--- src/dtw_pkg.sv ---
package dtw_pkg;

  localparam int SLOTS_DEF    = 64;
  localparam int PER_SLOT_DEF = 16;
  localparam int QUEUE_DEPTH  = 4;

  localparam logic [3:0] JITTER_SPAN_RST = 4'd8;

  typedef enum logic {
    OP_REG  = 1'b0,
    OP_TICK = 1'b1
  } op_t;

  typedef enum logic [1:0] {
    B_IDLE,
    B_CHECK,
    B_READ,
    B_SEND
  } back_state_t;

  typedef struct packed {
    logic [7:0]         sound;
    logic signed [15:0] volume;
    logic signed [15:0] pan;
    logic [15:0]        rate;
    logic [15:0]        source;
  } event_t;

  localparam int EVENT_W = $bits(event_t);

endpackage

--- src/dtw_queue.sv ---
module dtw_queue
  import dtw_pkg::*;
#(
  parameter int W     = 8,
  parameter int DEPTH = QUEUE_DEPTH
) (
  input  logic         clk,
  input  logic         rst,
  input  logic         push,
  input  logic [W-1:0] wdata,
  output logic         full,
  input  logic         pop,
  output logic [W-1:0] rdata,
  output logic         empty
);

  localparam int PTR_W = (DEPTH > 1) ? $clog2(DEPTH) : 1;
  localparam int CNT_W = $clog2(DEPTH + 1);

  logic [W-1:0]     entries [DEPTH];
  logic [PTR_W-1:0] wr_ptr;
  logic [PTR_W-1:0] rd_ptr;
  logic [CNT_W-1:0] count;
  logic             do_push;
  logic             do_pop;

  assign full    = (count == CNT_W'(DEPTH));
  assign empty   = (count == '0);
  assign do_push = push && !full;
  assign do_pop  = pop && !empty;
  assign rdata   = entries[rd_ptr];

  always_ff @(posedge clk) begin
    if (do_push) begin
      entries[wr_ptr] <= wdata;
    end
  end

  always_ff @(posedge clk) begin
    if (rst) begin
      wr_ptr <= '0;
      rd_ptr <= '0;
      count  <= '0;
    end else begin
      if (do_push) begin
        wr_ptr <= (wr_ptr == PTR_W'(DEPTH - 1)) ? '0 : wr_ptr + PTR_W'(1);
      end
      if (do_pop) begin
        rd_ptr <= (rd_ptr == PTR_W'(DEPTH - 1)) ? '0 : rd_ptr + PTR_W'(1);
      end
      if (do_push && !do_pop) begin
        count <= count + CNT_W'(1);
      end else if (do_pop && !do_push) begin
        count <= count - CNT_W'(1);
      end
    end
  end

endmodule

--- config.mk ---
export PLATFORM = sky130hd
export DESIGN_NAME = dtw_queue
export DESIGN_NICKNAME = d
export VERILOG_FILES = /design/src/dtw_pkg.sv /design/src/dtw_queue.sv
export SDC_FILE = /design/constraint.sdc
export NUM_CORES = 1
export LEC_CHECK = 0
export BUFFER_PORTS_ARGS = -buffer_cell sky130_fd_sc_hd__buf_2
export CORE_MARGIN = 2
export CORE_UTILIZATION = 45
export DETAILED_ROUTE_END_ITERATION = 6
export SYNTH_ARGS = -nofsm -noshare
export SYNTH_HDL_FRONTEND = slang
export SYNTH_SLANG_ARGS = --single-unit
--- constraint.sdc ---
create_clock -name clk -period 3.9 [get_ports clk]
set_clock_uncertainty 0.05 [all_clocks]
set_input_delay 0.585 -clock clk [delete_from_list [all_inputs] [get_ports clk]]
set_output_delay 0.585 -clock clk [all_outputs]
set_load 0.03 [all_outputs]
==> impl_metrics.json <==
{
  "min_period_ps": 2450,
  "synthTopCellsByArea": "edfxtp_1 (58%), dfxtp_1 (11%), mux4_2 (11%)",
  "ant_nets": 0,
  "synth_area_um2": 1650,
  "min_path_type": "primary input to register",
  "critPathSlowestCell": "dfxtp_1",
  "synthTopCellsByCount": "edfxtp_1 (32), dfxtp_1 (9), mux4_2 (8), ha_1 (6)",
  "die_area_um2": 4160,
  "setup_tns_ps": 0,
  "crit_arrival_ps": 1820,
  "via_count": 841,
  "yosys.area.top_type_share": 0.584,
  "crit_required_ps": 3260,
  "grt_max_degree": 14,
  "end_kind": "output port",
  "max_freq_mhz": 408,
  "num_io_pins": 22,
  "antenna_cells": 0,
  "postSynthAreaPerCell_um2": 17.9,
  "portBuffers": 21,
  "cts_hold_buf": 0,
  "start_kind": "register",
  "async_reset_ff_frac": 0,
  "critical_path_class": "register to output port",
  "drv_slew": 0,
  "rows": 21,
  "crit_chain": "mux4_2, buf_2",
  "hold_violations": 0,
  "setup_viol": 0,
  "antenna_found_initial": 0,
  "drive_gt1_frac": 0.385,
  "final_core_util": 0.541,
  "gp_congestion": 0.707,
  "fill_cells": 297,
  "die_height_um": 64.5,
  "start_util": 0.482,
  "ys_types": 26,
  "core-area_um2": 3420,
  "ir_drop_v": 0.000283,
  "vias_per_cell": 5.16,
  "tightest_slew_ps": 559,
  "wl_mm": 2.51,
  "p_leak_nw": 0.677,
  "status": "complete, no violations",
  "cts.sinks": 41,
  "yosysTopAreaCell": "edfxtp_1",
  "clk_pin_slew_ps": 110,
  "grt_pass1_vias": 874,
  "root_buffer": "clkbuf_4",
  "cts_setup_buffers": 0,
  "grt_overflow_total": 0,
  "dp_hpwl_mm": 1.75,
  "die_x_um": 64.5,
  "finalPower_mw": 1.14,
  "htree_levels": 2,
  "yosys_most_used_dff": "edfxtp_1",
  "multiInputGateArea_um2": 457,
  "yosysMostFrequentCell": "edfxtp_1",
  "ys_seq_area_frac": 0.694,
  "post_cts_resized": 0,
  "drt-initial-drc-count": 14,
  "drtPass1Iterations": 4,
  "netlist_instances": 92,
  "grt_pass1_wl_mm": 4.15,
  "cts_made_buffers": 5,
  "wire_per_inst_um": 15.4,
  "gr-usage-all-layers": 0.141,
  "cpPeakStageDelay_ps": 690,
  "finalNetCount": 135,
  "critPathMaxFanout": 8,
  "syn_nets": 111,
  "ys_ff_latch": 41,
  "p_per_area_nw_per_um2": 619,
  "drc_errors": 0,
  "cp_num_buf_inv": 1,
  "rsz0062_at_grt": "no",
  "max_slew_margin": 0.627,
  "crit_family": "flip-flops",
  "cap_violations": 0,
  "seq_area_um2": 1140,
  "synth_edf_count": 32,
  "syn2layout_area_growth_pct": 12.2,
  "cts_buffer_depth": 2,
  "insertion_delay_ps": 350,
  "min_period_over_period": 0.629,
  "yosysWarningCount": 0,
  "cts_tree": "built"
}
-- logic make-up (layout without fill, tap and decap cells) --
kind of cell               Yosys count  after routing  share of synthesized area
AOI/OAI and AO/OA                    7              7                     0.0304
xor gates and xnor gates             2              2                     0.0106
and+or+nand+nor                     16             16                     0.0570
muxes                               10             10                      0.122
buffers and inverters                9             34                     0.0289
DFF                                 41             41                      0.694
adders and majority gates            7              7                     0.0578
-- sequential cells by signal (all words and copies together), names as in the netlist, named ones only --
signal / flops
count: 3
entries: 32
rd_ptr: 2
wr_ptr: 2
-- report_power, final --
group,switching (mW),internal [mW]
combinational,0.196,0.143
clock,0.131,0.0883
sequential,0.0525,0.532
-- path summary, 6_finish.rpt --
path / slack, ps / cells after the start / startpoint / endpoint
max reg2reg: 1510 / 9 / count[0] / count[2]
max: 1450 / 2 / register / rdata[6]
min reg2reg: 480 / 2 / rd_ptr[0] / rd_ptr[0]
min: 400 / 1 / wdata[7] / entries[3][7]
-- stage by stage --
step / instance area [µm²] / hold WS, ps / worst slack (ps) / cells
after floorplan: 1650 / 413 / 1630 / 92
after global placement: 1780 / 431 / 1570 / 155
after detailed placement: 1780 / 453 / 1490 / 155
after CTS: 1850 / 386 / 1380 / 163
after global routing: 1850 / 370 / 1290 / 163
final: 1850 / 401 / 1450 / 163
-- layout by cell type, fill, tap and decap left out, drive strengths merged --
| cell | netlist | final |
|---|---|---|
| clkinv | 1 | 1 |
| nand2 | 1 | 1 |
| or3b | 1 | 1 |
| clkbuf | 1 | 7 |
| and3 | 4 | 4 |
| edfxtp | 32 | 32 |
| inv | 4 | 4 |
| mux2i | 2 | 2 |
| o31ai | 2 | 2 |
| nor3 | 2 | 2 |
| clkinvlp | 0 | 1 |
| o21ai | 2 | 2 |
| xor2 | 2 | 2 |
| fa | 1 | 1 |
| mux4 | 8 | 8 |
| a21oi | 3 | 3 |
| or3 | 2 | 2 |
| dfxtp | 9 | 9 |
| buf | 3 | 21 |
| nand3 | 2 | 2 |
| ha | 6 | 6 |
| nor2 | 4 | 4 |
-- area by class of cell --
type                            instances  area share
Clock buffer                            7      0.0298
Clock inverter                          1     0.00407
Timing Repair Buffer                   21      0.0569
Multi-Input combinational cell         42       0.247
Inverter                                5      0.0129
Tap cell                               46      0.0312
Sequential cell                        41       0.618
-- per-layer routing --
metal | global-route usage | wire [µm] | vias up
met5 | 0 | 0 | -
met3 | 0.0608 | 134 | 6
li1 | - | - | 401
met4 | 0.0638 | 49 | 0
met1 | 0.152 | 1050 | 413
met2 | 0.238 | 1280 | 21
(Power assumes the default switching activity.)
