`src/dtw_pkg.sv`:
```
package dtw_pkg;

  localparam int SLOTS_DEF    = 64;
  localparam int PER_SLOT_DEF = 16;
  localparam int QUEUE_DEPTH  = 4;

  localparam logic [3:0] JITTER_SPAN_RST = 4'd8;

  typedef enum logic {
    OP_REG  = 1'b0,
    OP_TICK = 1'b1
  } op_t;

  typedef enum logic [1:0] {
    B_IDLE,
    B_CHECK,
    B_READ,
    B_SEND
  } back_state_t;

  typedef struct packed {
    logic [7:0]         sound;
    logic signed [15:0] volume;
    logic signed [15:0] pan;
    logic [15:0]        rate;
    logic [15:0]        source;
  } event_t;

  localparam int EVENT_W = $bits(event_t);

endpackage

```
`src/dtw_front.sv`:
```
module dtw_front
  import dtw_pkg::*;
#(
  parameter int SLOTS  = SLOTS_DEF,
  parameter int SLOT_W = $clog2(SLOTS)
) (
  input  logic              clk,
  input  logic              rst,
  input  logic              cfg_we,
  input  logic [3:0]        cfg_data,
  input  logic              in_valid,
  output logic              in_ready,
  input  logic              operation,
  input  logic [7:0]        sound_id,
  input  logic signed [15:0] volume,
  input  logic signed [15:0] pan,
  input  logic [15:0]       freq_rate,
  input  logic [5:0]        req_delay,
  input  logic [15:0]       source_id,
  input  logic              q_full,
  output logic              q_push,
  output op_t               q_op,
  output logic [SLOT_W-1:0] q_slot,
  output event_t            q_ev
);

  logic [SLOT_W-1:0] current_slot;
  logic [SLOT_W-1:0] current_slot_next;
  logic [3:0]        jitter_count;
  logic [3:0]        jitter_count_next;
  logic [3:0]        jitter_span;
  logic [8:0]        delay_sum;
  logic [SLOT_W-1:0] delay;
  logic [SLOT_W:0]   target_sum;
  logic [SLOT_W-1:0] target;

  assign in_ready = !q_full;
  assign q_push   = in_valid && in_ready;

  always_comb begin
    delay_sum = {3'b0, req_delay} + 9'd1 + {5'b0, jitter_count};
    if (delay_sum > 9'(SLOTS - 1)) begin
      delay = SLOT_W'(SLOTS - 1);
    end else begin
      delay = SLOT_W'(delay_sum);
    end
    target_sum = {1'b0, current_slot} + {1'b0, delay};
    if (target_sum >= (SLOT_W + 1)'(SLOTS)) begin
      target = SLOT_W'(target_sum - (SLOT_W + 1)'(SLOTS));
    end else begin
      target = target_sum[SLOT_W-1:0];
    end

    if (current_slot == SLOT_W'(SLOTS - 1)) begin
      current_slot_next = '0;
    end else begin
      current_slot_next = current_slot + SLOT_W'(1);
    end

    if (jitter_count >= jitter_span) begin
      jitter_count_next = 4'd0;
    end else begin
      jitter_count_next = jitter_count + 4'd1;
    end
  end

  always_comb begin
    q_op          = op_t'(operation);
    q_ev.sound    = sound_id;
    q_ev.volume   = volume;
    q_ev.pan      = pan;
    q_ev.rate     = freq_rate;
    q_ev.source   = source_id;
    if (q_op == OP_TICK) begin
      q_slot = current_slot_next;
    end else begin
      q_slot = target;
    end
  end

  always_ff @(posedge clk) begin
    if (rst) begin
      current_slot <= '0;
      jitter_count <= 4'd0;
      jitter_span  <= JITTER_SPAN_RST;
    end else begin
      if (cfg_we) begin
        jitter_span <= cfg_data;
      end
      if (q_push) begin
        if (q_op == OP_TICK) begin
          current_slot <= current_slot_next;
          jitter_count <= 4'd0;
        end else begin
          jitter_count <= jitter_count_next;
        end
      end
    end
  end

endmodule

```
`config.mk`:
```
export PLATFORM = sky130hd
export DESIGN_NAME = dtw_front
export DESIGN_NICKNAME = d
export VERILOG_FILES = /design/src/dtw_pkg.sv /design/src/dtw_front.sv
export SDC_FILE = /design/constraint.sdc
export NUM_CORES = 1
export LEC_CHECK = 0
export BUFFER_PORTS_ARGS = -buffer_cell sky130_fd_sc_hd__buf_2
export CORE_AREA = 2 2 70 72
export CTS_CLUSTER_SIZE = 25
export DETAILED_ROUTE_END_ITERATION = 12
export DIE_AREA = 0 0 72 74
export GPL_TIMING_DRIVEN = 0
export HOLD_SLACK_MARGIN = 0.02
export PLACE_DENSITY = 0.85
export SLEW_MARGIN = 10
export SYNTH_ARGS = -nofsm -noshare
export SYNTH_HDL_FRONTEND = slang
export SYNTH_SLANG_ARGS = --single-unit
```
`constraint.sdc`:
```
create_clock -name clk -period 9.4 [get_ports clk]
set_clock_uncertainty 0.1 [all_clocks]
set_input_delay 0.94 -clock clk [delete_from_list [all_inputs] [get_ports clk]]
set_output_delay 0.94 -clock clk [all_outputs]
set_load 0.02 [all_outputs]
```
==> flow_metrics.py <==
metrics = {
    "setup_path": {
        "criticalPathCategory": "primary input to output pin",
        "critical_path.startpoint_type": "primary input",
        "worst-r2r-setup-slack_ps": 7400,
        "r2r-end": "jitter_count[3]$_SDFFE_PP0P_",
        "ff2ff_path_depth": 7,
        "critical_path.max_fanout": 4,
        "worst_r2r_startpoint": "jitter_count[0]$_SDFFE_PP0P_",
        "cp-end-kind": "output pin",
        "timing.critical_path.arrival_ps": 3880,
        "critical_path_required_ps": 8360,
    },
    "die": {
        "io_pins": 169,
        "core_outline_area_sq_um": 4600,
        "floorplan.initialDensity_pct": 39.9,
        "die_h_um": 74,
        "die_width_um": 72,
        "die_area_sq_um": 5330,
        "row_count": 25,
    },
    "clock_tree": {
        "cts_resized": 0,
        "cts.clk_slew.worst_paths_ps": 60,
        "clk_root_buffer_cell": "sky130_fd_sc_hd__clkbuf_8",
        "clkLatencyLatePin_ps": 240,
        "number_of_cts_inserted_buffers": 3,
        "tritoncts_num_sinks": 14,
        "cts.path.max_buffers": 2,
        "htreeDepth": 1,
        "postCtsSetupBuffers": 0,
        "clock_tree_from_tritoncts": "done",
        "cts-hold-fix-buffers": 0,
    },
    "route": {
        "route.met3.wl_um": 414,
        "dr_wl_met2_mm": 2.05,
        "top_layer_used": "met4",
        "drt-met1-wl_mm": 1.46,
        "antenna_left": 0,
        "via_total_after_detailed_routing": 1826,
        "drt_drc_violations_left": 0,
        "drt_pass1_iterations": 4,
        "routed_via_density": 4.73,
        "wl_mm": 3.96,
        "initialDrtViolationCount": 55,
        "wl_per_cell_um": 10.3,
    },
    "logic_synthesis": {
        "netlist_area_sq_um": 1830,
        "synth_adder_area_share_pct": 12.4,
        "syn_avg_cell_area_sq_um": 7.84,
        "async_reset_ff_share_pct": 0,
        "synthXorXnorAreaFrac_pct": 3.82,
        "dominantRegCellSynth": "sky130_fd_sc_hd__dfxtp_1",
        "largest_family_of_logic_cells_by_synthesized_area": "buffers and inverters",
        "synthMuxAreaShare_pct": 2.80,
        "synth.net_count": 339,
        "postSynthRegisterBits": 14,
        "synth_cells": 234,
        "synth.yosys.warnings": 0,
        "synth_compound_gate_area_share_pct": 17.4,
        "ys_types": 42,
        "synth_simple_gate_area_share_pct": 13.9,
        "synth.yosys.seq_area_share_pct": 15.3,
        "synth_enable_flop_cells": 0,
    },
    "global_routing": {
        "maximum_number_of_pins_on_one_net_before_global_route_repair": 11,
        "initial_antenna_violation_count": 0,
        "number_of_global_route_vias_before_repair": 1440,
        "first_pass_grt_wire_length_mm": 5.69,
        "congestion_overflow_gr": 0,
        "track_usage_pct": 12.9,
    },
    "power_and_ir_drop": {
        "worst_ir_drop_vdd_uv": 61.0,
        "pwr_density_cell_nw_per_um2": 88.5,
        "design_power_total_uw": 215,
        "power.static_leakage_uw": 0.00132,
    },
    "hold_path": {
        "min-delay-start": "jitter_span[1]$_SDFFE_PP0P_",
        "min_delay_worst_endpoint": "jitter_span[1]$_SDFFE_PP0P_",
        "holdCritPathClass": "register to register",
        "worstHoldPathCells": 2,
    },
    "sta": {
        "final-max-slew-violation-count": 0,
        "relSlewSlack_pct": 69.3,
        "setup-tns-final_ps": 0,
        "final-setup-viol-count": 0,
        "timing_worst_slew_pin_value_ps": 461,
        "finalHoldViolations": 0,
        "clock.fmax_ghz": 0.203,
        "final_period_minus_worst_setup_slack_ps": 4920,
        "grt_setup_unrepaired": "false",
        "finalCritPeriodShare_pct": 52.3,
    },
    "final_layout": {
        "post_route_cells_drive_above_1_share_pct": 53.9,
        "antenna-diode-count": 0,
        "final_core_utilization_pct": 52.8,
        "area_growth_syn_to_layout_pct": 32.3,
        "final_nets": 438,
    },
    "place": {
        "gp_congestion": 0.843,
        "placement.io_buffers": 94,
        "place.detailed.hpwl_mm": 3.46,
    },
    "run": {
        "drv_cap": 0,
    },
    "run_status": {
        "result_of_the_run": "complete, no violations",
    },
}
## layout make-up
cell class                 count  area (sq um)
clock buffer                   4          55.1
fill                         457          2170
buffer                        77           578
timing repair buffer          94           470
inverter                      14          52.6
multi-input combinational    129           923
sequential                    14           280
tap                           54          67.6
## cell usage in the layout (no fill, tap or decap), drive strengths merged, types with 2 or more instances in the layout
master     n
nor2      12
o2111ai    7
mux2i      4
o21a       3
xnor2      4
nor3       6
a211oi     2
clkbuf     6
xor2       4
o221ai     2
nand3      3
fa         2
buf      169
o211ai     2
o21ai      7
o32ai      2
a31oi      2
or3        3
dfxtp     14
nand2     20
ha        15
nand2b     2
a21oi     11
a21o       5
inv       13
## flip-flops by register name (all words and copies together) (netlist names)
signal        cells
current_slot      6
jitter_span       4
jitter_count      4
## cell families after synthesis
| logic type | count (synthesis) |
|---|---|
| adders and majority gates | 17 |
| AOI/OAI and AO/OA | 46 |
| muxes | 5 |
| DFF | 14 |
| xor gates and xnor gates | 8 |
| buffers and inverters | 91 |
| and+or+nand+nor | 53 |
## metrics by stage
step / cell area, sq um / std cells / worst slack, ps / hold WS [ps]
finish: 2430 / 386 / 4480 / 393
global placement: 2370 / 382 / 4540 / 375
global route: 2430 / 386 / 4280 / 432
CTS: 2430 / 386 / 4480 / 400
floorplan: 1830 / 234 / 4850 / 359
detailed placement: 2370 / 382 / 4510 / 391
## cells in the mapped netlist, types with 3 or more instances
master                      count  area (sq um)
sky130_fd_sc_hd__nand3_1        3          15.0
sky130_fd_sc_hd__nand2_1       20          75.1
sky130_fd_sc_hd__nor3_1         6          30.0
sky130_fd_sc_hd__xor2_1         4          35.0
sky130_fd_sc_hd__nor2_1        12          45.0
sky130_fd_sc_hd__o21ai_1        5          25.0
sky130_fd_sc_hd__a21o_1         5          37.5
sky130_fd_sc_hd__buf_4         73           548
sky130_fd_sc_hd__o2111ai_1      6          52.6
sky130_fd_sc_hd__mux2i_1        4          40.0
sky130_fd_sc_hd__inv_1         11          41.3
sky130_fd_sc_hd__dfxtp_1       14           280
sky130_fd_sc_hd__xnor2_1        4          35.0
sky130_fd_sc_hd__ha_1          15           188
sky130_fd_sc_hd__a21oi_1       11          55.1
sky130_fd_sc_hd__o21a_1         3          22.5
## critical path, stage by stage
cell                       delay [ps]
sky130_fd_sc_hd__buf_2             90
sky130_fd_sc_hd__inv_1             50
sky130_fd_sc_hd__ha_1             170
sky130_fd_sc_hd__inv_1             60
sky130_fd_sc_hd__fa_1             410
sky130_fd_sc_hd__a21o_1           180
sky130_fd_sc_hd__a21oi_1          210
sky130_fd_sc_hd__nand3b_1         210
sky130_fd_sc_hd__nand2b_1         130
sky130_fd_sc_hd__ha_1             310
sky130_fd_sc_hd__a211oi_1         280
sky130_fd_sc_hd__o21bai_1         120
sky130_fd_sc_hd__a21o_1           200
sky130_fd_sc_hd__o21a_1           100
sky130_fd_sc_hd__o31a_1           270
sky130_fd_sc_hd__buf_2            160
## worst max-delay path by stage
stage	cells after the start	from	endpoint
floorplan	14	req_delay[0]	q_slot[4]
global placement	16	req_delay[0]	q_slot[5]
detailed placement	16	req_delay[0]	q_slot[5]
CTS	16	req_delay[0]	q_slot[5]
global route	16	req_delay[0]	q_slot[5]
finish	16	req_delay[0]	q_slot[5]
## where the power goes
| group | internal, uW | switching (uW) |
|---|---|---|
| clock network | 37.0 | 19.0 |
| logic | 45.5 | 51.3 |
| registers | 61.0 | 1.18 |
## metal layers
metal / GRT usage [%] / up-vias
li1: - / 930
met1: 14.7 / 787
met2: 24.3 / 105
met3: 1.63 / 4
met4: 5.45 / 0
met5: 0 / -
Note: power is estimated with default switching activity, not from simulation.
